`src/hw/rtl/lbfps_pkg.sv`:
```
// Shared types and constants for the light bar filter and pair select block.
// No dependencies; used by every module under hw/rtl.
`timescale 1ns / 1ps
`default_nettype none

package lbfps_pkg;

	// Fixed field widths
	localparam int IDX_W     = 6;
	localparam int XY_W      = 16;
	localparam int AREA_W    = 28;
	localparam int ANG_W     = 13;
	localparam int DIST_W    = 33;
	localparam int COUNT_W   = 7;
	localparam int ENTRY_W   = 2 * XY_W + IDX_W;
	localparam int Q_DEPTH   = 4;
	localparam int Q_PTR_W   = 2;
	localparam int CFG_IDX_W = 3;
	localparam int CFG_W     = 28;
	localparam int IN_W      = 112;
	localparam int OUT_W     = 56;

	// Register indexes on the configuration port
	localparam logic [CFG_IDX_W-1:0] REG_MIN_AREA        = 3'd0;
	localparam logic [CFG_IDX_W-1:0] REG_MIN_ASPECT      = 3'd1;
	localparam logic [CFG_IDX_W-1:0] REG_MAX_ASPECT      = 3'd2;
	localparam logic [CFG_IDX_W-1:0] REG_MIN_ANGLE       = 3'd3;
	localparam logic [CFG_IDX_W-1:0] REG_MAX_ANGLE       = 3'd4;
	localparam logic [CFG_IDX_W-1:0] REG_MIN_COMPACTNESS = 3'd5;
	localparam logic [CFG_IDX_W-1:0] REG_MAX_Y_OFFSET    = 3'd6;
	localparam logic [CFG_IDX_W-1:0] REG_MAX_DISTANCE    = 3'd7;

	// Thresholds used by the bar filter
	typedef struct packed {
		logic [27:0] min_area;
		logic [7:0]  min_aspect;
		logic [7:0]  max_aspect;
		logic [11:0] min_angle;
		logic [11:0] max_angle;
		logic [10:0] min_compactness;
	} filt_cfg_t;

	// Limits used by the pair search
	typedef struct packed {
		logic [15:0] max_y_offset;
		logic [15:0] max_distance;
	} pair_cfg_t;

	// Classified bar handed from the filter to the search engine
	typedef struct packed {
		logic             keep;
		logic             last;
		logic [IDX_W-1:0] idx;
		logic [XY_W-1:0]  cy;
		logic [XY_W-1:0]  cx;
	} bar_t;

	// One frame result
	typedef struct packed {
		logic               found;
		logic [IDX_W-1:0]   first_bar;
		logic [IDX_W-1:0]   second_bar;
		logic [DIST_W-1:0]  distance_squared;
		logic [COUNT_W-1:0] kept_count;
	} result_t;

endpackage

`default_nettype wire

```
`src/hw/rtl/lbfps_queue.sv`:
```
// Short FIFO of classified bars between the filter and the search engine.
// Depends on lbfps_pkg (bar_t, depth constants).
`timescale 1ns / 1ps
`default_nettype none

module lbfps_queue (
	input  wire logic            clk,
	input  wire logic            arst_n,
	input  wire logic            in_valid,
	output logic                 in_ready,
	input  wire lbfps_pkg::bar_t in_bar,
	output logic                 out_valid,
	input  wire logic            out_ready,
	output lbfps_pkg::bar_t      out_bar
);

	lbfps_pkg::bar_t slot_q [lbfps_pkg::Q_DEPTH];
	logic [lbfps_pkg::Q_PTR_W-1:0] wr_q, rd_q;
	logic [lbfps_pkg::Q_PTR_W:0]   cnt_q;
	logic push, pop;

	assign in_ready  = (cnt_q != 3'(lbfps_pkg::Q_DEPTH));
	assign out_valid = (cnt_q != '0);
	assign push      = in_valid && in_ready;
	assign pop       = out_valid && out_ready;
	assign out_bar   = slot_q[rd_q];

	// Pointers and fill count
	always_ff @(posedge clk or negedge arst_n) begin
		if (!arst_n) begin
			wr_q  <= '0;
			rd_q  <= '0;
			cnt_q <= '0;
		end else begin
			if (push) wr_q <= wr_q + 1'b1;
			if (pop) rd_q <= rd_q + 1'b1;
			if (push && !pop) cnt_q <= cnt_q + 1'b1;
			else if (pop && !push) cnt_q <= cnt_q - 1'b1;
		end
	end

	// Storage
	always_ff @(posedge clk) begin
		if (push) slot_q[wr_q] <= in_bar;
	end

endmodule

`default_nettype wire

```
`config.mk`:
```
export PLATFORM = sky130hd
export DESIGN_NAME = lbfps_queue
export DESIGN_NICKNAME = d
export VERILOG_FILES = /design/src/hw/rtl/lbfps_pkg.sv /design/src/hw/rtl/lbfps_queue.sv
export SDC_FILE = /design/constraint.sdc
export NUM_CORES = 1
export LEC_CHECK = 0
export BUFFER_PORTS_ARGS = -buffer_cell sky130_fd_sc_hd__buf_2
export CORE_MARGIN = 5
export CORE_UTILIZATION = 55
export CTS_BUF_LIST = sky130_fd_sc_hd__clkbuf_8
export DETAILED_ROUTE_END_ITERATION = 16
export PLACE_DENSITY = 0.74
export SYNTH_ARGS = -nofsm -noshare
export SYNTH_HDL_FRONTEND = slang
export SYNTH_SLANG_ARGS = --single-unit
```
`constraint.sdc`:
```
create_clock -name clk -period 2.7 [get_ports clk]
set_input_delay 0.54 -clock clk [delete_from_list [all_inputs] [get_ports clk]]
set_output_delay 0.54 -clock clk [all_outputs]
set_load 0.01 [all_outputs]
```
======== Yosys cells after proc, flatten, opt, wreduce, memory -nomap -nowiden ========
Memories as Yosys holds them, arrays and structs flattened.
Index checks and enable logic that the tools add are counted.
storage, ports and cells
  word-level logic and storage cells ...... 21
  output and inout bits ................... 42
  memories kept ........................... 1
  flip-flop bits (word level) ............. 7
  RAM bits ................................ 160
  bits of input ports ..................... 44
memories
  name    depth  bits a word  read ports  clocked after memory_dff  wr ports  RTL line           text
  slot_q  4      40           1           0                         1         lbfps_queue.sv:17  lbfps_pkg::bar_t slot_q [lbfps_pkg::Q_DEPTH];
cells by class
  eq/ne operators ......................... 1
  multiplexer cells ....................... 4
  add/sub/neg operators ................... 4
  reduce and logical (&&, ||, !) cells .... 8
operator list
  cell                                               count
  2-to-1 mux 3 bit                                   2
  adder 2 x 1 -> 2 bit (second input constant)       2
  logical AND 1 bit                                  4
  adder 3 x 1 -> 3 bit (second input constant)       1
  inequality test 3 bit (second input constant)      1
  nonzero test 3 bit                                 1
  subtractor 3 x 1 -> 3 bit (second input constant)  1
  zero test 1 bit                                    2
  2-to-1 mux 1 bit                                   2
  nonzero test 2 bit                                 1

======== Logic depth before layout (Yosys ltp) ========
  word-level depth ........................ 6
  mapped depth ............................ 8
  gate-level depth less buffers ........... 8

======== Worst setup path before layout ========
No wires, ideal clock.
  kind .................................... input to register
  from .................................... input port in_valid
  to ...................................... memory slot_q[0][0] (netlist bit), enable pin
  data required time ...................... 2.299 ns
  arrival time ............................ 1.813 ns
  buffers on the path ..................... 0
  setup slack ............................. 0.486 ns
  stages .................................. 2
  path through ............................ a21boi_2 -> and2_1
between the ends
  word-level cells in the longest chain between the ends .. 3
RTL lines
  item                                    RTL line           text
  from (decl)                             lbfps_queue.sv:9   input wire logic in_valid,
  logical AND 1 bit                       lbfps_queue.sv:24  assign push = in_valid && in_ready;
  2-to-1 mux 1 bit                        lbfps_queue.sv:44  if (push) slot_q[wr_q] <= in_bar;
  2-to-1 mux 1 bit (not written as such)  lbfps_queue.sv:44
  to (decl)                               lbfps_queue.sv:17
Every way passes these cells.

==> results.sh <==
export IMPL_outcome="finished, final reports clean"
export IMPL_regArea_sq_um=4985
export IMPL_multiInputGateArea_sq_um=1134
export IMPL_fin_util_pct=66.07
export IMPL_drt_pass1_iter_count=4
export IMPL_grt_pass1_vias=2913
export IMPL_io_pin_count=86
export IMPL_fin_tns_setup_ps=0
export IMPL_antennaDiodeCount=0
export IMPL_cp_end_kind="primary output"
export IMPL_p_sw_share_pct=28.92
export IMPL_min_from="in_bar[30]"
export IMPL_hold_class="primary input to flop"
export IMPL_grt_usage_pct=16.32
export IMPL_final_common_cell="edfxtp_1"
export IMPL_slew_viol_final=0
export IMPL_die_height_um=116.5
export IMPL_period_needed_ps=2501
export IMPL_rows=38
export IMPL_wl_per_cell_um=20.20
export IMPL_yosysSeqAreaShare_pct=79.87
export IMPL_power_internal_mw=5.420
export IMPL_whs_path_depth=1
export IMPL_post_synth_top_area_cell="edfxtp_1"
export IMPL_power_mw=7.625
export IMPL_crit_type="flop to primary output"
export IMPL_arrival_ps=1960
export IMPL_drive_gt1_share_pct=46.15
export IMPL_timing_final_hold_violations=0
export IMPL_overflow=0
export IMPL_rr_worst_depth=8
export IMPL_pwr_share_seq_pct=48.4
export IMPL_core_area_sq_um=10980
export IMPL_rr_startpoint="cnt_q[1]"
export IMPL_p_sw_mw=2.205
export IMPL_tightest_slew_ps=464.3
export IMPL_n_fill_cell=725
export IMPL_post_synth_cell_area_avg_sq_um=25.45
export IMPL_worst_ep_required_time_ps=2160
export IMPL_clock_sinks=167
export IMPL_syn_nets=295
export IMPL_wl_um=10180
export IMPL_htreeDepth=4
export IMPL_clock_path_buffers=2
export IMPL_die_w_um=116.5
export IMPL_nNetsFinal=402
export IMPL_holdPathEnd="slot_q[0][30]"
export IMPL_power_leakage_nw=2.527
export IMPL_area_growth_pct=16.40
export IMPL_ir_drop_mv=0.4845
export IMPL_r2r_end="cnt_q[2]"
export IMPL_p_per_area_nw_per_um2=1051
export IMPL_grt_pass1_wl_um=15740
export IMPL_syn_area_sq_um=6235
export IMPL_port_buffers=85
export IMPL_power_frac_comb_pct=30.9
export IMPL_synth_cell_types=20
export IMPL_timing_fmax_ghz=0.3998
export IMPL_grt_setup_unrepaired="no"
export IMPL_finalCritPeriodShare_pct=92.63
export IMPL_p_clk_share_pct=20.8
export IMPL_setup_viol=0
export IMPL_clk_latency_ps=430
export IMPL_syn_inst=245
export IMPL_avgViaCountPerCell=5.526
export IMPL_fin_skew_ps=7.501
export IMPL_worstSetupStartpointType="flop"
export IMPL_cts_made_buffers=17
export IMPL_yosys_warnings=0
export IMPL_initial_utilization_pct=56.77
export IMPL_drt_iter0_drc=162
export IMPL_dp_hpwl_um=6515
export IMPL_cts_tree="built"
export IMPL_antenna_left=0
export IMPL_r2r_setup_slack_ps=550
export IMPL_layout_common_cells="edfxtp_1 (160), buf_2 (85), mux4_2 (38)"
export IMPL_antenna_found_initial=1
export IMPL_ys_ff_latch=167
export IMPL_drv_cap=0
export IMPL_synth_top_area_share_pct=77.06
export IMPL_cts_root_buf="clkbuf_8"
export IMPL_vias=2785
export IMPL_post_route_drc_count=0
export IMPL_dieArea_sq_um=13570
export IMPL_grt_max_degree=32
export IMPL_crit_fanout=14
export IMPL_slew_headroom_pct=69.05
export IMPL_finalWeightedCongestion=0.7274
export IMPL_synth_area_leaders="edfxtp_1 (77%), mux4_2 (14%), dfrtp_1 (2.8%)"
export IMPL_path_clk_slew_ps=80
-- area by class of cell --
cell class              instances  share of cell area [%]
inverters                       3                  0.1552
flip-flops and latches        167                   68.69
clock buffers                  17                   3.224
repair buffers                 98                   8.207
well taps                     140                   2.414
clock inverters                14                   1.690
multi-input cells              65                   15.62
-- power by group through the flow --
stage,clock (mW),sequential [mW],combinational (mW)
after global placement,0,3.77,2.28
after CTS,1.63,3.70,2.42
after global routing,1.76,3.75,2.57
final,1.58,3.69,2.35
after floorplan,0,3.59,1.71
after detailed placement,0,3.81,2.31
-- per-stage QoR --
step | setup slack [ps] | hold WS [ps] | cells | area, sq um
6_report | 199.0 | 322.5 | 504 | 7257
2_1_floorplan | 486.1 | 244.4 | 245 | 6235
5_1_grt | 53.25 | 271.5 | 504 | 7257
3_3_place_gp | 436.3 | 380.7 | 471 | 6863
3_5_place_dp | 426.0 | 390.2 | 471 | 6863
4_1_cts | 124.5 | 289.0 | 504 | 7257
-- cells in the mapped netlist --
cell and number:
edfxtp_1 160, mux4_2 38, dfrtp_1 7, ha_1 5, and2_1 4, buf_12 4, buf_2 4, xnor2_1 4
inv_1 3, mux2_2 2, mux4_1 2, nand2_1 2, nor2_1 2, xor2_1 2, a21boi_2 1, buf_6 1
clkbuf_1 1, fa_1 1, nand3_1 1, or3_1 1
-- cells by family after synthesis --
kind of cell / after synthesis / synth area share [%]
AOI/OAI and AO/OA: 1 / 0.1806
xor gates and xnor gates: 6 / 0.8429
adders and majority gates: 6 / 1.325
buffers and inverters: 13 / 2.027
DFF: 167 / 79.87
muxes: 42 / 14.93
and+or+nand+nor: 10 / 0.8228
-- layer usage --
metal | wire [um] | GRT usage [%] | vias to the layer above
li1 | - | - | 1241
met1 | 4140 | 21.78 | 1444
met2 | 5238 | 25.82 | 87
met3 | 695 | 5.751 | 11
met4 | 93 | 4.872 | 2
met5 | 13 | 0 | -
-- registers in the layout (all words and copies together) (netlist names) --
name / flops
slot_q: 160
cnt_q: 3
rd_q: 2
wr_q: 2
-- repair_timing --
action | in CTS | in global routing
buffers inserted | 1 | 0
endpoints found under the setup margin | 19 | 0
endpoints found under the hold margin | 7 | 0
hold buffers | 1 | 0
resized for setup | 0 | 0
-- worst max-delay path: stages, from the launching register on --
cell	delay, ps
dfrtp_4	620
buf_4	240
mux4_2	520
buf_2	160
-- how the worst max path moves through the flow --
stage,start,to,slack [ps],cells past startpoint
3_5_place_dp,rd_q[0],out_bar[18],430,3
5_1_grt,rd_q[0],out_bar[18],50,3
2_1_floorplan,in_valid,slot_q[0][0],490,2
6_report,rd_q[0],out_bar[18],200,3
4_1_cts,rd_q[0],out_bar[18],120,3
3_3_place_gp,rd_q[0],out_bar[19],440,3
(Power assumes the default switching activity.)
