<file path="config.mk">
export PLATFORM = sky130hd
export DESIGN_NAME = lbfps_front
export DESIGN_NICKNAME = d
export VERILOG_FILES = /design/src/hw/rtl/lbfps_pkg.sv /design/src/hw/rtl/lbfps_front.sv
export SDC_FILE = /design/constraint.sdc
export NUM_CORES = 2
export LEC_CHECK = 0
export BUFFER_PORTS_ARGS = -buffer_cell sky130_fd_sc_hd__buf_2
export CAP_MARGIN = 20
export CELL_PAD_IN_SITES_DETAIL_PLACEMENT = 1
export CELL_PAD_IN_SITES_GLOBAL_PLACEMENT = 2
export CORE_MARGIN = 5
export CORE_UTILIZATION = 42
export DETAILED_ROUTE_END_ITERATION = 12
export GPL_TIMING_DRIVEN = 0
export PLACE_DENSITY = 0.82
export RECOVER_POWER = 50
export SYNTH_ARGS = -nofsm -noshare
export SYNTH_HDL_FRONTEND = slang
export SYNTH_SLANG_ARGS = --single-unit
</file>
<file path="constraint.sdc">
create_clock -name clk -period 8.55 [get_ports clk]
set_input_delay 1.71 -clock clk [delete_from_list [all_inputs] [get_ports clk]]
set_output_delay 1.71 -clock clk [all_outputs]
set_load 0.05 [all_outputs]
</file>
<file path="src/hw/rtl/lbfps_pkg.sv">
// Shared types and constants for the light bar filter and pair select block.
// No dependencies; used by every module under hw/rtl.
`timescale 1ns / 1ps
`default_nettype none

package lbfps_pkg;

	// Fixed field widths
	localparam int IDX_W     = 6;
	localparam int XY_W      = 16;
	localparam int AREA_W    = 28;
	localparam int ANG_W     = 13;
	localparam int DIST_W    = 33;
	localparam int COUNT_W   = 7;
	localparam int ENTRY_W   = 2 * XY_W + IDX_W;
	localparam int Q_DEPTH   = 4;
	localparam int Q_PTR_W   = 2;
	localparam int CFG_IDX_W = 3;
	localparam int CFG_W     = 28;
	localparam int IN_W      = 112;
	localparam int OUT_W     = 56;

	// Register indexes on the configuration port
	localparam logic [CFG_IDX_W-1:0] REG_MIN_AREA        = 3'd0;
	localparam logic [CFG_IDX_W-1:0] REG_MIN_ASPECT      = 3'd1;
	localparam logic [CFG_IDX_W-1:0] REG_MAX_ASPECT      = 3'd2;
	localparam logic [CFG_IDX_W-1:0] REG_MIN_ANGLE       = 3'd3;
	localparam logic [CFG_IDX_W-1:0] REG_MAX_ANGLE       = 3'd4;
	localparam logic [CFG_IDX_W-1:0] REG_MIN_COMPACTNESS = 3'd5;
	localparam logic [CFG_IDX_W-1:0] REG_MAX_Y_OFFSET    = 3'd6;
	localparam logic [CFG_IDX_W-1:0] REG_MAX_DISTANCE    = 3'd7;

	// Thresholds used by the bar filter
	typedef struct packed {
		logic [27:0] min_area;
		logic [7:0]  min_aspect;
		logic [7:0]  max_aspect;
		logic [11:0] min_angle;
		logic [11:0] max_angle;
		logic [10:0] min_compactness;
	} filt_cfg_t;

	// Limits used by the pair search
	typedef struct packed {
		logic [15:0] max_y_offset;
		logic [15:0] max_distance;
	} pair_cfg_t;

	// Classified bar handed from the filter to the search engine
	typedef struct packed {
		logic             keep;
		logic             last;
		logic [IDX_W-1:0] idx;
		logic [XY_W-1:0]  cy;
		logic [XY_W-1:0]  cx;
	} bar_t;

	// One frame result
	typedef struct packed {
		logic               found;
		logic [IDX_W-1:0]   first_bar;
		logic [IDX_W-1:0]   second_bar;
		logic [DIST_W-1:0]  distance_squared;
		logic [COUNT_W-1:0] kept_count;
	} result_t;

endpackage

`default_nettype wire

</file>
<file path="src/hw/rtl/lbfps_front.sv">
// Bar filter: two-stage pipeline running the area, aspect, angle and compactness tests.
// Depends on lbfps_pkg. Feeds classified bars to lbfps_queue.
`timescale 1ns / 1ps
`default_nettype none

module lbfps_front (
	input  wire logic                    clk,
	input  wire logic                    arst_n,
	input  wire lbfps_pkg::filt_cfg_t    cfg,
	input  wire logic                    s_valid,
	output logic                         s_ready,
	input  wire logic [lbfps_pkg::AREA_W-1:0] area,
	input  wire logic [lbfps_pkg::XY_W-1:0]   box_width,
	input  wire logic [lbfps_pkg::XY_W-1:0]   box_height,
	input  wire logic [lbfps_pkg::ANG_W-1:0]  box_angle,
	input  wire logic [lbfps_pkg::XY_W-1:0]   center_x,
	input  wire logic [lbfps_pkg::XY_W-1:0]   center_y,
	input  wire logic                    last_bar,
	output logic                         push_valid,
	input  wire logic                    push_ready,
	output lbfps_pkg::bar_t              push_bar
);

	// Stall control: stage 2 drains into the queue
	logic v_s1, v_s2, adv1, adv2, acc;
	assign adv2       = !v_s2 || push_ready;
	assign adv1       = !v_s1 || adv2;
	assign s_ready    = adv1;
	assign acc        = s_valid && s_ready;
	assign push_valid = v_s2;

	// Input order index, restarts after the frame's last bar
	logic [lbfps_pkg::IDX_W-1:0] idx_q;

	// Stage 1 combinational terms
	logic [15:0] lng, sht;
	logic [12:0] mag;
	logic        basic_ok;
	assign lng = (box_width > box_height) ? box_width : box_height;
	assign sht = (box_width > box_height) ? box_height : box_width;
	assign mag = box_angle[12] ? (13'h0000 - box_angle) : box_angle;
	assign basic_ok = (area >= cfg.min_area) && (sht != 16'd0) &&
		(mag >= {1'b0, cfg.min_angle}) && (mag <= {1'b0, cfg.max_angle});

	// Stage 1 registers
	logic                        ok_s1;
	logic [15:0]                 lng_s1;
	logic [23:0]                 plo_s1, phi_s1;
	logic [31:0]                 wh_s1;
	logic [27:0]                 area_s1;
	logic [15:0]                 cx_s1, cy_s1;
	logic [lbfps_pkg::IDX_W-1:0] idx_s1;
	logic                        last_s1;

	// Stage 2 registers
	logic                        ok_s2;
	logic [42:0]                 cprod_s2;
	logic [27:0]                 area_s2;
	logic [15:0]                 cx_s2, cy_s2;
	logic [lbfps_pkg::IDX_W-1:0] idx_s2;
	logic                        last_s2;

	// Aspect verdict from stage 1 products
	logic [23:0] lng16;
	logic        aspect_ok;
	assign lng16     = {4'd0, lng_s1, 4'd0};
	assign aspect_ok = !(lng16 < plo_s1) && !(lng16 > phi_s1);

	// Control registers
	always_ff @(posedge clk or negedge arst_n) begin
		if (!arst_n) begin
			v_s1  <= 1'b0;
			v_s2  <= 1'b0;
			idx_q <= '0;
		end else begin
			if (adv1) v_s1 <= s_valid;
			if (adv2) v_s2 <= v_s1;
			if (acc) idx_q <= last_bar ? '0 : idx_q + 1'b1;
		end
	end

	// Payload registers
	always_ff @(posedge clk) begin
		if (adv1) begin
			ok_s1   <= basic_ok;
			lng_s1  <= lng;
			plo_s1  <= cfg.min_aspect * sht;
			phi_s1  <= cfg.max_aspect * sht;
			wh_s1   <= box_width * box_height;
			area_s1 <= area;
			cx_s1   <= center_x;
			cy_s1   <= center_y;
			idx_s1  <= idx_q;
			last_s1 <= last_bar;
		end
		if (adv2) begin
			ok_s2    <= ok_s1 && aspect_ok;
			cprod_s2 <= cfg.min_compactness * wh_s1;
			area_s2  <= area_s1;
			cx_s2    <= cx_s1;
			cy_s2    <= cy_s1;
			idx_s2   <= idx_s1;
			last_s2  <= last_s1;
		end
	end

	// Compactness: 16384*area against min_compactness*w*h
	assign push_bar.keep = ok_s2 && ({1'b0, area_s2, 14'd0} >= cprod_s2);
	assign push_bar.last = last_s2;
	assign push_bar.idx  = idx_s2;
	assign push_bar.cy   = cy_s2;
	assign push_bar.cx   = cx_s2;

endmodule

`default_nettype wire

</file>
---- Yosys cells after proc, flatten, opt, wreduce, memory -nomap -nowiden ----
Index checks and enable logic that the tools add are counted.
operators by class
  order comparisons ....................... 7
  multiply operators ...................... 4
  multiplexer cells ....................... 4
  reductions and logical operators ........ 14
  $add $sub $neg .......................... 2
operator list
  operator                                            number
  multiplier 8 x 16 -> 24 bit                         2
  greater-or-equal comparator 42 x 43 -> 1 bit        1
  multiplier 11 x 32 -> 43 bit                        1
  multiplier 16 x 16 -> 32 bit                        1
  two-way mux 16 bit                                  2
  greater-or-equal comparator 28 bit                  1
  > comparator 20 x 24 -> 1 bit                       1
  < comparator 20 x 24 -> 1 bit                       1
  > comparator 16 bit                                 1
  nonzero test 16 bit                                 1
  greater-or-equal comparator 13 x 12 -> 1 bit        1
  less-or-equal comparator 13 x 12 -> 1 bit           1
  two-way mux 13 bit                                  1
  subtractor 1 x 13 -> 13 bit (first input constant)  1
  logical AND 1 bit                                   7
  adder 6 x 1 -> 6 bit (second input constant)        1
  two-way mux 6 bit                                   1
  logical NOT 1 bit                                   4
  logical OR 1 bit                                    2
storage, ports and cells
  output and inout port bits .............. 42
  logic and storage cells ................. 51
  input bits .............................. 189
  flip-flop bits (word level) ............. 283

---- Depth between registers and ports, before layout ----
  word-level depth ........................ 6
  mapped depth ............................ 31
  gate-level depth less buffers ........... 27

---- Least setup slack after synthesis ----
Ideal clock, no wire load.
  kind .................................... in2reg
  start ................................... input box_height[9] (netlist name)
  end ..................................... register plo_s1[23], data pin
  stages .................................. 28
  path slack .............................. 0.183 ns
  arrival time ............................ 8.107 ns
  data required time ...................... 8.290 ns
  path buffers ............................ 3
  path through ............................ clkbuf_1 > clkbuf_1 > inv_1 > ha_1 > a21o_1 > a21o_1 > a21oi_1 > o21ai_0 > o21ai_2 > mux2i_1 > clkbuf_1 > nand2b_1 > fa_1 > fa_1 > inv_1 > fa_1 > inv_1 > fa_1 > inv_1 > ha_1 > o21ai_0 > a211oi_1 > o211ai_1 > a31oi_1 > a221oi_1 > o41ai_1 > a21oi_1 > xnor2_1
between the ends
  longest elaborated chain between the ends .. 3
ends and longest elaborated chain
  element                          line               text
  from (decl)                      lbfps_front.sv:14  input wire logic [lbfps_pkg::XY_W-1:0] box_height,
  > comparator 16 bit              lbfps_front.sv:40  assign sht = (box_width > box_height) ? box_height : box_width;
  two-way mux 16 bit (*)           lbfps_front.sv:40
  multiplier 8 x 16 -> 24 bit (*)  lbfps_front.sv:87  plo_s1 <= cfg.min_aspect * sht;
  to (signal assigned)             lbfps_front.sv:87
  to (decl)                        lbfps_front.sv:48  logic [23:0] plo_s1, phi_s1;
Every way passes the cells marked *; elsewhere a longest branch is shown, timed or not.
A chain may end at the register's enable or synchronous reset.

---- Worst setup path in the final report ----
  start ................................... input box_height[9] (netlist name)
  end ..................................... register phi_s1[23], data pin
between the ends
  longest elaborated chain between the ends .. 3
ends and longest elaborated chain
  element                          line               text
  > comparator 16 bit              lbfps_front.sv:40
  two-way mux 16 bit (*)           lbfps_front.sv:40
  multiplier 8 x 16 -> 24 bit (*)  lbfps_front.sv:88  phi_s1 <= cfg.max_aspect * sht;
  to (signal assigned)             lbfps_front.sv:88
  to (decl)                        lbfps_front.sv:48
Marks and branches as above.

==> metrics.md <==
| Metric | Value |
|---|---|
| Final ANT Viol Nets | 0 |
| RSZ-0062 raised after global routing | true |
| Core region area | 0.0936 mm2 |
| Critical R2R Capture | cprod_s2[41] |
| Worst endpoint required time | 8840 ps |
| Violated checks | capacitance limit, slew limit |
| Setup slack, reg-to-reg | 1560 ps |
| Count leader, synth | inv_1 |
| Number of fillers in the final layout | 10700 |
| Seq/Total Area, Yosys | 21.3% |
| Die width | 318 um |
| Share of cells above drive strength 1 | 9.04% |
| Cells after synthesis | 3956 |
| Vias in the first global route | 31500 |
| CTS tree | built |
| Total routed wirelength | 114 mm |
| Fin. max-slew vios | 115 |
| Worst Hold Launch | cx_s1[5] |
| Crit Path Max Fanout | 11 |
| Final hold viol count | 0 |
| Htree depth | 2 |
| Netlist Area Pre-Place | 0.0398 mm2 |
| Hold buffer count at CTS | 0 |
| DR vias/cell | 5.16 |
| Initial antenna violation count | 3 |
| Critical setup path kind | primary input to register |
| Aggregate global-route resource usage | 22.7% |
| Area occupied by multi-input gates | 0.0281 mm2 |
| Worst Skew | 20.6 ps |
| Full die area | 0.101 mm2 |
| Slew headroom | -132% |
| DP HPWL | 95.2 mm |
| CP Launch Type | primary input |
| DRT iter0 DRCs | 1587 |
| Post-synth cell types | 76 |
| Via count | 28500 |
| Post-synth top cells | 742 x inv_1, 631 x fa_1, 498 x nand2_1, 419 x ha_1, 275 x edfxtp_1 |
| Number of max-cap violations | 2 |
| Wirelength per Cell | 20.7 um |
| Reg area | 0.00846 mm2 |
| Worst skew pair latency | 580 ps |
| I/O pins | 231 |
| CTS Buffer Depth | 3 |
| First-pass GRT wire length | 182 mm |
| Initial Util | 42.5% |
| Worst-Margin Slew | 3480 ps |
| Synth Flop Type | edfxtp_1 |
| GRT overflow | 0 |
| Router iterations before antenna repair | 5 |
| Largest net degree at the start of global routing | 66 |
| Clock sink count | 283 |
| Layout overhead on the synthesized area | 11.3% |
| Fmax | 0.121 GHz |
| Synth async-reset ratio | 2.83% |
| # nets final | 5479 |
| Tcrit/Tclk final | 96.9% |
| Post-synth top area share | 31.8% |
| Ys Warns | 0 |
| GP Congestion | 0.867 |
| Status | finished, violations left |
| DRC Markers | 0 |
| Crit. End Element | register |
| Area leader, netlist | fa_1 |
| Worst hold slack | 416 ps |
| Number of I/O port buffers | 230 |
| Min-Delay Path Class | register to register |
| Number of synthesized flops with an enable pin | 275 |
| Crit path largest cell delay | 520 ps |
| Slowest-stage cell, CP | fa_1 |
| Mapped Nets | 5195 |
| CTS Buf Count | 38 |
| Num rows | 112 |
| Crit path DAT | 8580 ps |
| Reg-to-Reg Start | wh_s1[7] |
| CTS root buf | clkbuf_16 |
| Reg2reg path depth | 21 |
| Clk slew on worst S/H paths | 60 ps |
| Hold path depth | 0 |
| Syn avg cell area | 10.0 um2 |
| CP delay by family, top | adder cells |
| Worst Path Buf+Inv | 8 |
| Period minus WS final | 8290 ps |
| Yosys reg bits | 283 |
| CP most frequent cell | fa_1 |
| Area contributors post-synth | fa_1 32%, edfxtp_1 21%, ha_1 13% |
| Final Setup Violations | 0 |
| Worst Hold End | cx_s2[5] |
| Chip height | 318 um |
layer usage:
metal / GRT usage, % / up-vias / wire [um]
li1: - / 13100 / -
met1: 30.7 / 14800 / 50500
met2: 40.1 / 554 / 57400
met3: 2.76 / 103 / 4620
met4: 3.82 / 4 / 2010
met5: 0 / - / 23
cells by family after synthesis:
family	count (synthesis)	share of synthesized area (%)
AND/OR/NAND/NOR	1177	15.0
adder cells (fa/ha/maj)	1050	45.0
buffers and inverters	906	8.65
AO/OA/AOI/OAI	397	6.71
flip-flops	283	21.3
XOR/XNOR	108	2.38
multiplexers	35	0.979
placed cells by master (no fill, tap or decap), drive strengths merged, types with 64 or more instances in the layout:
master	count
fa	631
a21oi	105
xnor2	74
nand2	498
inv	743
nor2	72
a21o	77
buf	233
edfxtp	275
o21ai	64
clkbuf	219
nor2b	131
and2	242
ha	419
how the worst max path moves through the flow:
stage                   start    endpoint  depth (start not counted)
4_1_cts         box_height[9]  plo_s1[23]                         28
5_1_grt        box_height[15]  phi_s1[22]                         28
3_5_place_dp    box_height[9]  plo_s1[23]                         29
3_3_place_gp       push_ready     s_ready                          3
6_report        box_height[9]  phi_s1[23]                         28
2_1_floorplan   box_height[9]  plo_s1[23]                         28
stage by stage:
stage	setup WS, ps	TNS (ps)	cell area (um2)	utilization (%)	instances
2_1_floorplan	183	0	39800	-	3956
4_1_cts	2.93	0	44200	47.2	5513
3_5_place_dp	-2150	-44960	42700	45.6	5452
6_report	263	0	44300	47.3	5524
5_1_grt	-29.7	-30.0	44300	47.3	5523
3_3_place_gp	-2640	-311630	42500	45.4	5440
worst reg2reg max path, stage by stage, from the launching register on:
cell	delay, ps
edfxtp_1	360
clkbuf_1	490
nand2_1	190
fa_1	590
inv_1	60
fa_1	500
inv_1	60
fa_1	530
inv_1	50
fa_1	470
inv_1	50
fa_1	470
inv_1	40
ha_1	330
a21oi_1	120
o21bai_1	150
a31oi_1	150
a311oi_1	470
o2111ai_1	380
o31ai_1	860
a41oi_1	240
xnor2_1	170
area by class of cell:
cell class / count / share of cell area (%)
antenna: 1 / 0.00565
buffer: 152 / 1.60
clock buffer: 44 / 2.20
clock inverter: 25 / 0.710
inverter: 742 / 6.30
multi-input combinational: 2767 / 63.4
sequential: 283 / 19.1
tap: 1254 / 3.55
timing repair buffer: 256 / 3.11
what timing repair did:
action / 4_1_cts / 5_1_grt
setup endpoints to repair: 30 / 18
resized for setup: 50 / 64
pin swaps: 1 / 5
setup buffers: 2 / 12
state kept, by name, summed over array words and instances, names as in the netlist:
register / cells
cprod_s2: 43
wh_s1: 32
area_s1: 28
area_s2: 28
phi_s1: 24
plo_s1: 24
cx_s1: 16
cx_s2: 16
cy_s1: 16
cy_s2: 16
lng_s1: 16
idx_q: 6
idx_s1: 6
idx_s2: 6
last_s1: 1
last_s2: 1
ok_s1: 1
ok_s2: 1
push_valid: 1
v_s1: 1
Power is left out: the tool's default activity adds up to more than one toggle a clock period on the data nets, which glitch-free logic cannot reach.
