--- src/hw/rtl/lbfps_pkg.sv ---
// Shared types and constants for the light bar filter and pair select block.
// No dependencies; used by every module under hw/rtl.
`timescale 1ns / 1ps
`default_nettype none

package lbfps_pkg;

	// Fixed field widths
	localparam int IDX_W     = 6;
	localparam int XY_W      = 16;
	localparam int AREA_W    = 28;
	localparam int ANG_W     = 13;
	localparam int DIST_W    = 33;
	localparam int COUNT_W   = 7;
	localparam int ENTRY_W   = 2 * XY_W + IDX_W;
	localparam int Q_DEPTH   = 4;
	localparam int Q_PTR_W   = 2;
	localparam int CFG_IDX_W = 3;
	localparam int CFG_W     = 28;
	localparam int IN_W      = 112;
	localparam int OUT_W     = 56;

	// Register indexes on the configuration port
	localparam logic [CFG_IDX_W-1:0] REG_MIN_AREA        = 3'd0;
	localparam logic [CFG_IDX_W-1:0] REG_MIN_ASPECT      = 3'd1;
	localparam logic [CFG_IDX_W-1:0] REG_MAX_ASPECT      = 3'd2;
	localparam logic [CFG_IDX_W-1:0] REG_MIN_ANGLE       = 3'd3;
	localparam logic [CFG_IDX_W-1:0] REG_MAX_ANGLE       = 3'd4;
	localparam logic [CFG_IDX_W-1:0] REG_MIN_COMPACTNESS = 3'd5;
	localparam logic [CFG_IDX_W-1:0] REG_MAX_Y_OFFSET    = 3'd6;
	localparam logic [CFG_IDX_W-1:0] REG_MAX_DISTANCE    = 3'd7;

	// Thresholds used by the bar filter
	typedef struct packed {
		logic [27:0] min_area;
		logic [7:0]  min_aspect;
		logic [7:0]  max_aspect;
		logic [11:0] min_angle;
		logic [11:0] max_angle;
		logic [10:0] min_compactness;
	} filt_cfg_t;

	// Limits used by the pair search
	typedef struct packed {
		logic [15:0] max_y_offset;
		logic [15:0] max_distance;
	} pair_cfg_t;

	// Classified bar handed from the filter to the search engine
	typedef struct packed {
		logic             keep;
		logic             last;
		logic [IDX_W-1:0] idx;
		logic [XY_W-1:0]  cy;
		logic [XY_W-1:0]  cx;
	} bar_t;

	// One frame result
	typedef struct packed {
		logic               found;
		logic [IDX_W-1:0]   first_bar;
		logic [IDX_W-1:0]   second_bar;
		logic [DIST_W-1:0]  distance_squared;
		logic [COUNT_W-1:0] kept_count;
	} result_t;

endpackage

`default_nettype wire

--- src/hw/rtl/lbfps_back.sv ---
// Search engine: stores kept centers and runs the closest-pair search on the last bar.
// Depends on lbfps_pkg. Holds the bar memory and the result register.
`timescale 1ns / 1ps
`default_nettype none

module lbfps_back #(
	parameter int MAX_BARS = 64
) (
	input  wire logic                 clk,
	input  wire logic                 arst_n,
	input  wire lbfps_pkg::pair_cfg_t cfg,
	input  wire logic                 bar_valid,
	output logic                      bar_ready,
	input  wire lbfps_pkg::bar_t      bar,
	output logic                      res_valid,
	input  wire logic                 res_ready,
	output lbfps_pkg::result_t        res
);

	localparam int AW = (MAX_BARS > 1) ? $clog2(MAX_BARS) : 1;
	localparam int CW = $clog2(MAX_BARS + 1);

	localparam logic [2:0] ST_IDLE  = 3'd0;
	localparam logic [2:0] ST_RDI   = 3'd1;
	localparam logic [2:0] ST_LATI  = 3'd2;
	localparam logic [2:0] ST_RUNJ  = 3'd3;
	localparam logic [2:0] ST_DRAIN = 3'd4;
	localparam logic [2:0] ST_OUT   = 3'd5;

	logic [2:0]    state_q;
	logic [CW-1:0] total_q, i_q, j_q;

	// Bar memory: {idx, cy, cx}
	logic [lbfps_pkg::ENTRY_W-1:0] mem [MAX_BARS];
	logic [lbfps_pkg::ENTRY_W-1:0] rdata_q;
	logic [AW-1:0]                 raddr;
	logic                          pop, store;

	assign bar_ready = (state_q == ST_IDLE);
	assign pop       = bar_valid && bar_ready;
	assign store     = pop && bar.keep && (total_q < CW'(MAX_BARS));
	assign raddr     = (state_q == ST_RDI) ? i_q[AW-1:0] : j_q[AW-1:0];

	always_ff @(posedge clk) begin
		if (store) mem[total_q[AW-1:0]] <= {bar.idx, bar.cy, bar.cx};
		rdata_q <= mem[raddr];
	end

	// Loop bounds
	logic more_i, last_j, issue, drained;
	assign more_i  = ((CW + 1)'(i_q) + 1'b1) < (CW + 1)'(total_q);
	assign last_j  = ((CW + 1)'(j_q) + 1'b1) == (CW + 1)'(total_q);
	assign issue   = (state_q == ST_RUNJ);

	// Distance pipeline registers
	logic [15:0]                 xi_q, yi_q;
	logic [lbfps_pkg::IDX_W-1:0] idxi_q;
	logic                        v_s1, v_s2, v_s3;
	logic                        ok_s2, ok_s3;
	logic [15:0]                 dx_s2, dy_s2;
	logic [31:0]                 sqx_s3, sqy_s3;
	logic [lbfps_pkg::IDX_W-1:0] idxj_s2, idxj_s3;
	assign drained = !v_s1 && !v_s2 && !v_s3;

	// Stage 1 terms from the memory read
	logic [15:0] xj, yj, dx, dy;
	assign xj = rdata_q[15:0];
	assign yj = rdata_q[31:16];
	assign dx = (xi_q > xj) ? xi_q - xj : xj - xi_q;
	assign dy = (yi_q > yj) ? yi_q - yj : yj - yi_q;

	// Compare against the best so far
	logic [lbfps_pkg::DIST_W-1:0] d2, best_q;
	logic                         better;
	logic                         found_q;
	logic [lbfps_pkg::IDX_W-1:0]  bi_q, bj_q;
	assign d2     = {1'b0, sqx_s3} + {1'b0, sqy_s3};
	assign better = v_s3 && ok_s3 && (d2 < best_q);

	logic out_load;
	assign out_load  = (state_q == ST_OUT) && (!res_valid || res_ready);

	// Sequencer and control state
	always_ff @(posedge clk or negedge arst_n) begin
		if (!arst_n) begin
			state_q   <= ST_IDLE;
			total_q   <= '0;
			i_q       <= '0;
			j_q       <= '0;
			v_s1      <= 1'b0;
			v_s2      <= 1'b0;
			v_s3      <= 1'b0;
			found_q   <= 1'b0;
			res_valid <= 1'b0;
		end else begin
			v_s1 <= issue;
			v_s2 <= v_s1;
			v_s3 <= v_s2;
			if (better) found_q <= 1'b1;
			if (res_valid && res_ready) res_valid <= 1'b0;
			unique case (state_q)
				ST_IDLE: begin
					if (store) total_q <= total_q + 1'b1;
					if (pop && bar.last) begin
						i_q     <= '0;
						found_q <= 1'b0;
						state_q <= ST_RDI;
					end
				end
				ST_RDI: begin
					state_q <= more_i ? ST_LATI : ST_OUT;
				end
				ST_LATI: begin
					j_q     <= i_q + 1'b1;
					state_q <= ST_RUNJ;
				end
				ST_RUNJ: begin
					j_q <= j_q + 1'b1;
					if (last_j) state_q <= ST_DRAIN;
				end
				ST_DRAIN: begin
					if (drained) begin
						i_q     <= i_q + 1'b1;
						state_q <= ST_RDI;
					end
				end
				ST_OUT: begin
					if (out_load) begin
						res_valid <= 1'b1;
						total_q   <= '0;
						state_q   <= ST_IDLE;
					end
				end
				default: state_q <= ST_IDLE;
			endcase
		end
	end

	// Datapath registers
	always_ff @(posedge clk) begin
		if (pop && bar.last) best_q <= lbfps_pkg::DIST_W'(cfg.max_distance) *
			lbfps_pkg::DIST_W'(cfg.max_distance);
		else if (better) best_q <= d2;
		if (better) begin
			bi_q <= idxi_q;
			bj_q <= idxj_s3;
		end
		if (state_q == ST_LATI) begin
			xi_q   <= rdata_q[15:0];
			yi_q   <= rdata_q[31:16];
			idxi_q <= rdata_q[37:32];
		end
		dx_s2   <= dx;
		dy_s2   <= dy;
		ok_s2   <= (dy <= cfg.max_y_offset);
		idxj_s2 <= rdata_q[37:32];
		sqx_s3  <= dx_s2 * dx_s2;
		sqy_s3  <= dy_s2 * dy_s2;
		ok_s3   <= ok_s2;
		idxj_s3 <= idxj_s2;
		if (out_load) begin
			res.found            <= found_q;
			res.first_bar        <= found_q ? bi_q : '0;
			res.second_bar       <= found_q ? bj_q : '0;
			res.distance_squared <= found_q ? best_q : '0;
			res.kept_count       <= lbfps_pkg::COUNT_W'(total_q);
		end
	end

endmodule

`default_nettype wire
--- config.mk ---
export PLATFORM = sky130hd
export DESIGN_NAME = lbfps_back
export DESIGN_NICKNAME = d
export VERILOG_FILES = /design/src/hw/rtl/lbfps_pkg.sv /design/src/hw/rtl/lbfps_back.sv
export SDC_FILE = /design/constraint.sdc
export NUM_CORES = 2
export LEC_CHECK = 0
export BUFFER_PORTS_ARGS = -buffer_cell sky130_fd_sc_hd__buf_2
export CORE_MARGIN = 2
export CORE_UTILIZATION = 48
export CTS_CLUSTER_SIZE = 20
export DETAILED_ROUTE_END_ITERATION = 10
export GPL_ROUTABILITY_DRIVEN = 0
export HOLD_SLACK_MARGIN = 0.12
export PLACE_DENSITY_LB_ADDON = 0.15
export SLEW_MARGIN = 20
export SYNTH_ARGS = -nofsm -noshare
export SYNTH_HDL_FRONTEND = slang
export SYNTH_SLANG_ARGS = --single-unit
--- constraint.sdc ---
create_clock -name clk -period 8.2 [get_ports clk]
set_input_delay 1.64 -clock clk [delete_from_list [all_inputs] [get_ports clk]]
set_output_delay 1.64 -clock clk [all_outputs]
set_load 0.03 [all_outputs]
; ---- Yosys cells after proc, flatten, opt, wreduce, memory -nomap -nowiden
; Memory sizes are Yosys's and may differ from the RTL's. A register that Yosys moved wholly into a read port is not among the register bits.
; Cells that the tools add are included.
[word_totals]
register_bits = 275
latchBits = 0
ramBits = 2432
mem_bits_ro = 0
memories = 1
[op_classes]
n_addsub = 10
multipliers = 3
n_div = 0
magnitude_cmp = 6
n_eq_ne = 11
shifts = 0
mux = 26
bitwise_logic = 0
n_reduce_logical = 23
[memory_table]
columns = name, words, width, read_ports, rd_ports_with_merged_regs, wr, line_no
row1 = mem, 64, 38, 1, 1, 1, lbfps_back.sv:34  ; logic [lbfps_pkg::ENTRY_W-1:0] mem [MAX_BARS];
[op_table]
columns = operator, count
row1 = multiplier 16 x 16 -> 32 bit, 3
row2 = two-way mux 32 bit, 2
row3 = subtractor 16 bit, 4
row4 = case mux 7 bit (2 select lines), 3
row5 = adder 32 x 32 -> 33 bit, 1
row6 = less-than comparator 33 bit, 1
row7 = > comparator 16 bit, 2
row8 = two-way mux 16 bit, 2
row9 = two-way mux 7 bit, 4
row10 = "adder 7 x 1 -> 7 bit, second input constant", 3
row11 = case mux 3 bit (6 select lines), 1
row12 = "adder 7 x 1 -> 8 bit, second input constant", 2
row13 = <= comparator 16 bit, 1
row14 = two-way mux 3 bit, 5
row15 = logical AND 1 bit, 10
row16 = == test 8 x 7 -> 1 bit, 1
row17 = less-than comparator 8 x 7 -> 1 bit, 1
row18 = two-way mux 1 bit, 8
row19 = nonzero test 2 bit, 4
row20 = "less-than comparator 7 bit, second input constant", 1
row21 = "== test 3 x 2 -> 1 bit, second input constant", 2
row22 = "== test 3 bit, second input constant", 2
row23 = two-way mux 6 bit, 1
row24 = "!= test 2 bit, second input constant", 3
row25 = other kinds (7), 12

; ---- Logic depth before layout (Yosys ltp)
[logic_depth]
depth_word = 6
mapped_depth = 26

; ---- Worst setup path after synthesis
; OpenSTA, ideal clock, no wires.
[synth_path]
kind = input -> register
from = input cfg[1] in the netlist's numbering
to = register best_q[30] in the netlist's numbering, data pin
setup_time_ns = 0.274
arrival_ns = 7.283
required_ns = 7.926
slack_ns = 0.644
path_stages = 22
path_cell_list = clkbuf_1 > clkbuf_1 > nand2_1 > fa_1 > fa_1 > inv_1 > fa_1 > fa_1 > fa_1 > inv_1 > fa_1 > inv_1 > ha_1 > a21oi_1 > o21ai_0 > a32oi_1 > o21ai_0 > a221o_1 > a21oi_1 > o211ai_1 > a2111oi_0 > a211oi_1
[synth_via]
elab_chain_cells = 2
[synth_rtl]
columns = element, line_no
row1 = from (decl), lbfps_back.sv:11  ; input wire lbfps_pkg::pair_cfg_t cfg,
row2 = multiplier 16 x 16 -> 32 bit, lbfps_back.sv:141  ; if (pop && bar.last) best_q <= lbfps_pkg::DIST_W'(cfg.max_distance) *
row3 = two-way mux 32 bit, lbfps_back.sv:141
row4 = to (signal assigned), lbfps_back.sv:141
row5 = to (decl), lbfps_back.sv:73  ; logic [lbfps_pkg::DIST_W-1:0] d2, best_q;
; Every way passes these cells.
; A chain may end at the register's enable or synchronous reset.

; ---- Worst setup path after layout
[layout_path]
from = input cfg[12] in the netlist's numbering
to = register best_q[30] in the netlist's numbering, data pin
; The elaborated chain is that of the path after synthesis.

==> impl_results.md <==
* Number of synthesized flops with an enable pin at 2,567
* TritonCTS clock tree: done
* Synthesized Nets at 12,200
* Antenna Violating Nets Remaining at 0
* Drt first pass iters at 6
* Yosys reg bits at 2,743
* Drt drc at 0
* Rel. slew slack at 14.12%
* Synthesis-to-finish area growth at 11.18%
* Die height at 530.5 um
* Worst Max-Slew Pin Slew at 1.288 ns
* Clock Tree Buf Depth at 4
* Via count of the first global-routing pass at 86,660
* CTS buffer count at 298
* Commonest non-fill, non-tap cell in the layout: nand2_1
* Reg2reg path depth at 20
* CP Class: in -> reg
* Largest net degree at the start of global routing at 148
* Routed WL at 376,800 um
* Main synth FF type: edfxtp_1
* Max_cap viols at 0
* Core ar. at 0.2760 mm2
* RSZ-0062 raised after global routing: false
* Mapped cell area at 0.1330 mm2
* Initial antenna violation count at 24
* Fin cells at 15,130
* Vias at 88,090
* Starting Density at 48.20%
* R2R Setup Slk at 1.37 ns
* Most frequent cells in the layout: nand2_1, edfxtp_1, nand3_1, inv_1, fa_1
* Setup Skew at 0.04991 ns
* Die X at 530.5 um
* H-tree Lvls at 5
* Syn Inst Count at 11,180
* 1st-iter DRT viols at 8,859
* Routed WL per cell at 24.90 um
* Critical Path AT at 7.85 ns
* Min Tclk post-route at 7.229 ns
* I/O pins at 131
* Cts-stage hold buffer count at 0
* WP data required at 8.82 ns
* Pins Over Slew Limit at 0
* DR vias/cell at 5.822
* Critical Path Sink Type: flip-flop
* Clock sinks at 2,743
* Root Driver: clkbuf_16
* Share of the yosys chip area belonging to registers at 60.69%
* PortBufs at 130
* Global-route wire length before repair at 562,400 um
* Setup WS post-layout at 0.9714 ns
* Tot GR Track Use at 26.57%
* Outcome: complete, no violations
* Worst Path Max Fanout at 12
* DP Worst Slack at 0.08400 ns
* HPWL after DPL at 224,900 um
* FFs w/ async S/R, synth at 1.057%
* Reg clk slew, reported paths at 0.06 ns
* Startpoint types: input pin
* Placed cells at 14,580
* Synthesis Warnings at 0
* Hold/Removal Path Class: reg -> reg
* Worst hold stages at 0
* Achievable Freq at 138.3 MHz
* Setup tns final at 0 ns
* Die area at 0.2814 mm2
* Nets at 12,200
* Share of cells above drive strength 1 at 7.786%
* Period utilization at 88.15%
* Grt total ovfl at 0
* Rows at 193
* Avg Cell Area, Syn at 11.90 um2
* Synth cell types at 91
* Setup-failing EPs final at 0
* Final hold vios at 0
* Post-CTS setup buffers at 0
* Clk_lat worst skew at 0.92 ns
* Post_cts resized at 0
## metal layers
metal  vias up  global-route usage (%)  wire length (um)
met1     44630                   36.45            157100
li1      39380                       -                 -
met4         6                   8.356             12110
met3       681                   3.997             27150
met2      3394                   43.62            180400
met5         -                 0.06838                50
## stage by stage
stage          util, %  hold WS [ns]  instance area, um2
2_1_floorplan        -        0.3096              133000
3_3_place_gp     49.98        0.3114              137900
3_5_place_dp     50.07        0.3128              138200
4_1_cts          53.53        0.3265              147700
5_1_grt          53.59        0.3325              147900
6_report         53.59        0.3273              147900
## Yosys cell counts, drive strengths merged (7+ instances only)
master | instances | share of area, %
dfrtp | 29 | 0.55
nor3 | 31 | 0.12
o22ai | 9 | 0.042
clkbuf | 349 | 0.98
xnor2 | 104 | 0.68
o21bai | 18 | 0.10
nor2 | 221 | 0.62
a311o | 36 | 0.27
or2 | 14 | 0.066
ha | 450 | 4.2
o311ai | 41 | 0.27
a21oi | 152 | 0.57
xor2 | 69 | 0.45
inv | 845 | 2.4
a22o | 7 | 0.046
buf | 288 | 1.1
nand4 | 29 | 0.14
nand2 | 2768 | 7.8
o211ai | 15 | 0.092
fa | 494 | 7.4
and3 | 213 | 1.0
dfxtp | 147 | 2.2
o31ai | 9 | 0.058
mux2i | 18 | 0.16
edfxtp | 2567 | 58
and2 | 178 | 0.84
a211oi | 19 | 0.11
a31oi | 96 | 0.45
nand2b | 24 | 0.11
a22oi | 37 | 0.21
a2111oi | 8 | 0.057
a21o | 120 | 0.68
nor2b | 35 | 0.16
a311oi | 383 | 2.5
o21a | 31 | 0.17
nand3 | 1104 | 4.2
o21ai | 126 | 0.48
mux2 | 19 | 0.17
## cell type report
cell class,count,area [um2]
fillers,23160,128100
flip-flops and latches,2743,80750
multi-input cells,6957,46980
clock buffers,371,8011
well taps,3705,4636
inverters,845,3172
repair buffers,333,2823
clock inverters,169,1525
diodes,8,20.02
## final timing paths
kind | to | startpoint
worst max-delay path | best_q[30] | cfg[12]
worst min-delay path | idxj_s3[1] | idxj_s2[1]
worst max register to register | sqx_s3[31] | dx_s2[9]
worst min register to register | idxj_s3[1] | idxj_s2[1]
max in group asynchronous | total_q[1] | arst_n
min in group asynchronous | res_valid | arst_n
## cell families after synthesis
group	Yosys count	share of synthesized area [%]
DFF	2743	60.69
muxes	37	0.3235
xor gates and xnor gates	173	1.139
buffers and inverters	1482	4.492
AOI/OAI and AO/OA	1156	6.474
and+or+nand+nor	4647	15.21
adders and majority gates	944	11.66
## worst max-delay path, cell delays in order
cell and delay, ns:
buf_2 0.27, inv_1 0.21, nor2_1 0.22, ha_1 0.28, xor2_1 0.19, fa_1 0.55, inv_1 0.06, fa_1 0.48
fa_1 0.51, fa_1 0.49, inv_1 0.05, fa_1 0.47, inv_1 0.04, ha_1 0.33, a21oi_1 0.16, o21ai_0 0.16
a32oi_1 0.20, o21ai_0 0.17, a221o_1 0.41, a21oi_1 0.28, o211ai_1 0.15, a2111oi_0 0.43, a211oi_1 0.09
## sequential cells by signal, indices dropped and copies added, names as in the netlist, 31 cells and up
register / cells
res: 53
rdata_q: 38
sqx_s3: 31
mem: 2432
best_q: 33
sqy_s3: 31
Power is not shown: default switching activity piles up to over one toggle a cycle in this logic, so the estimate is an artifact.
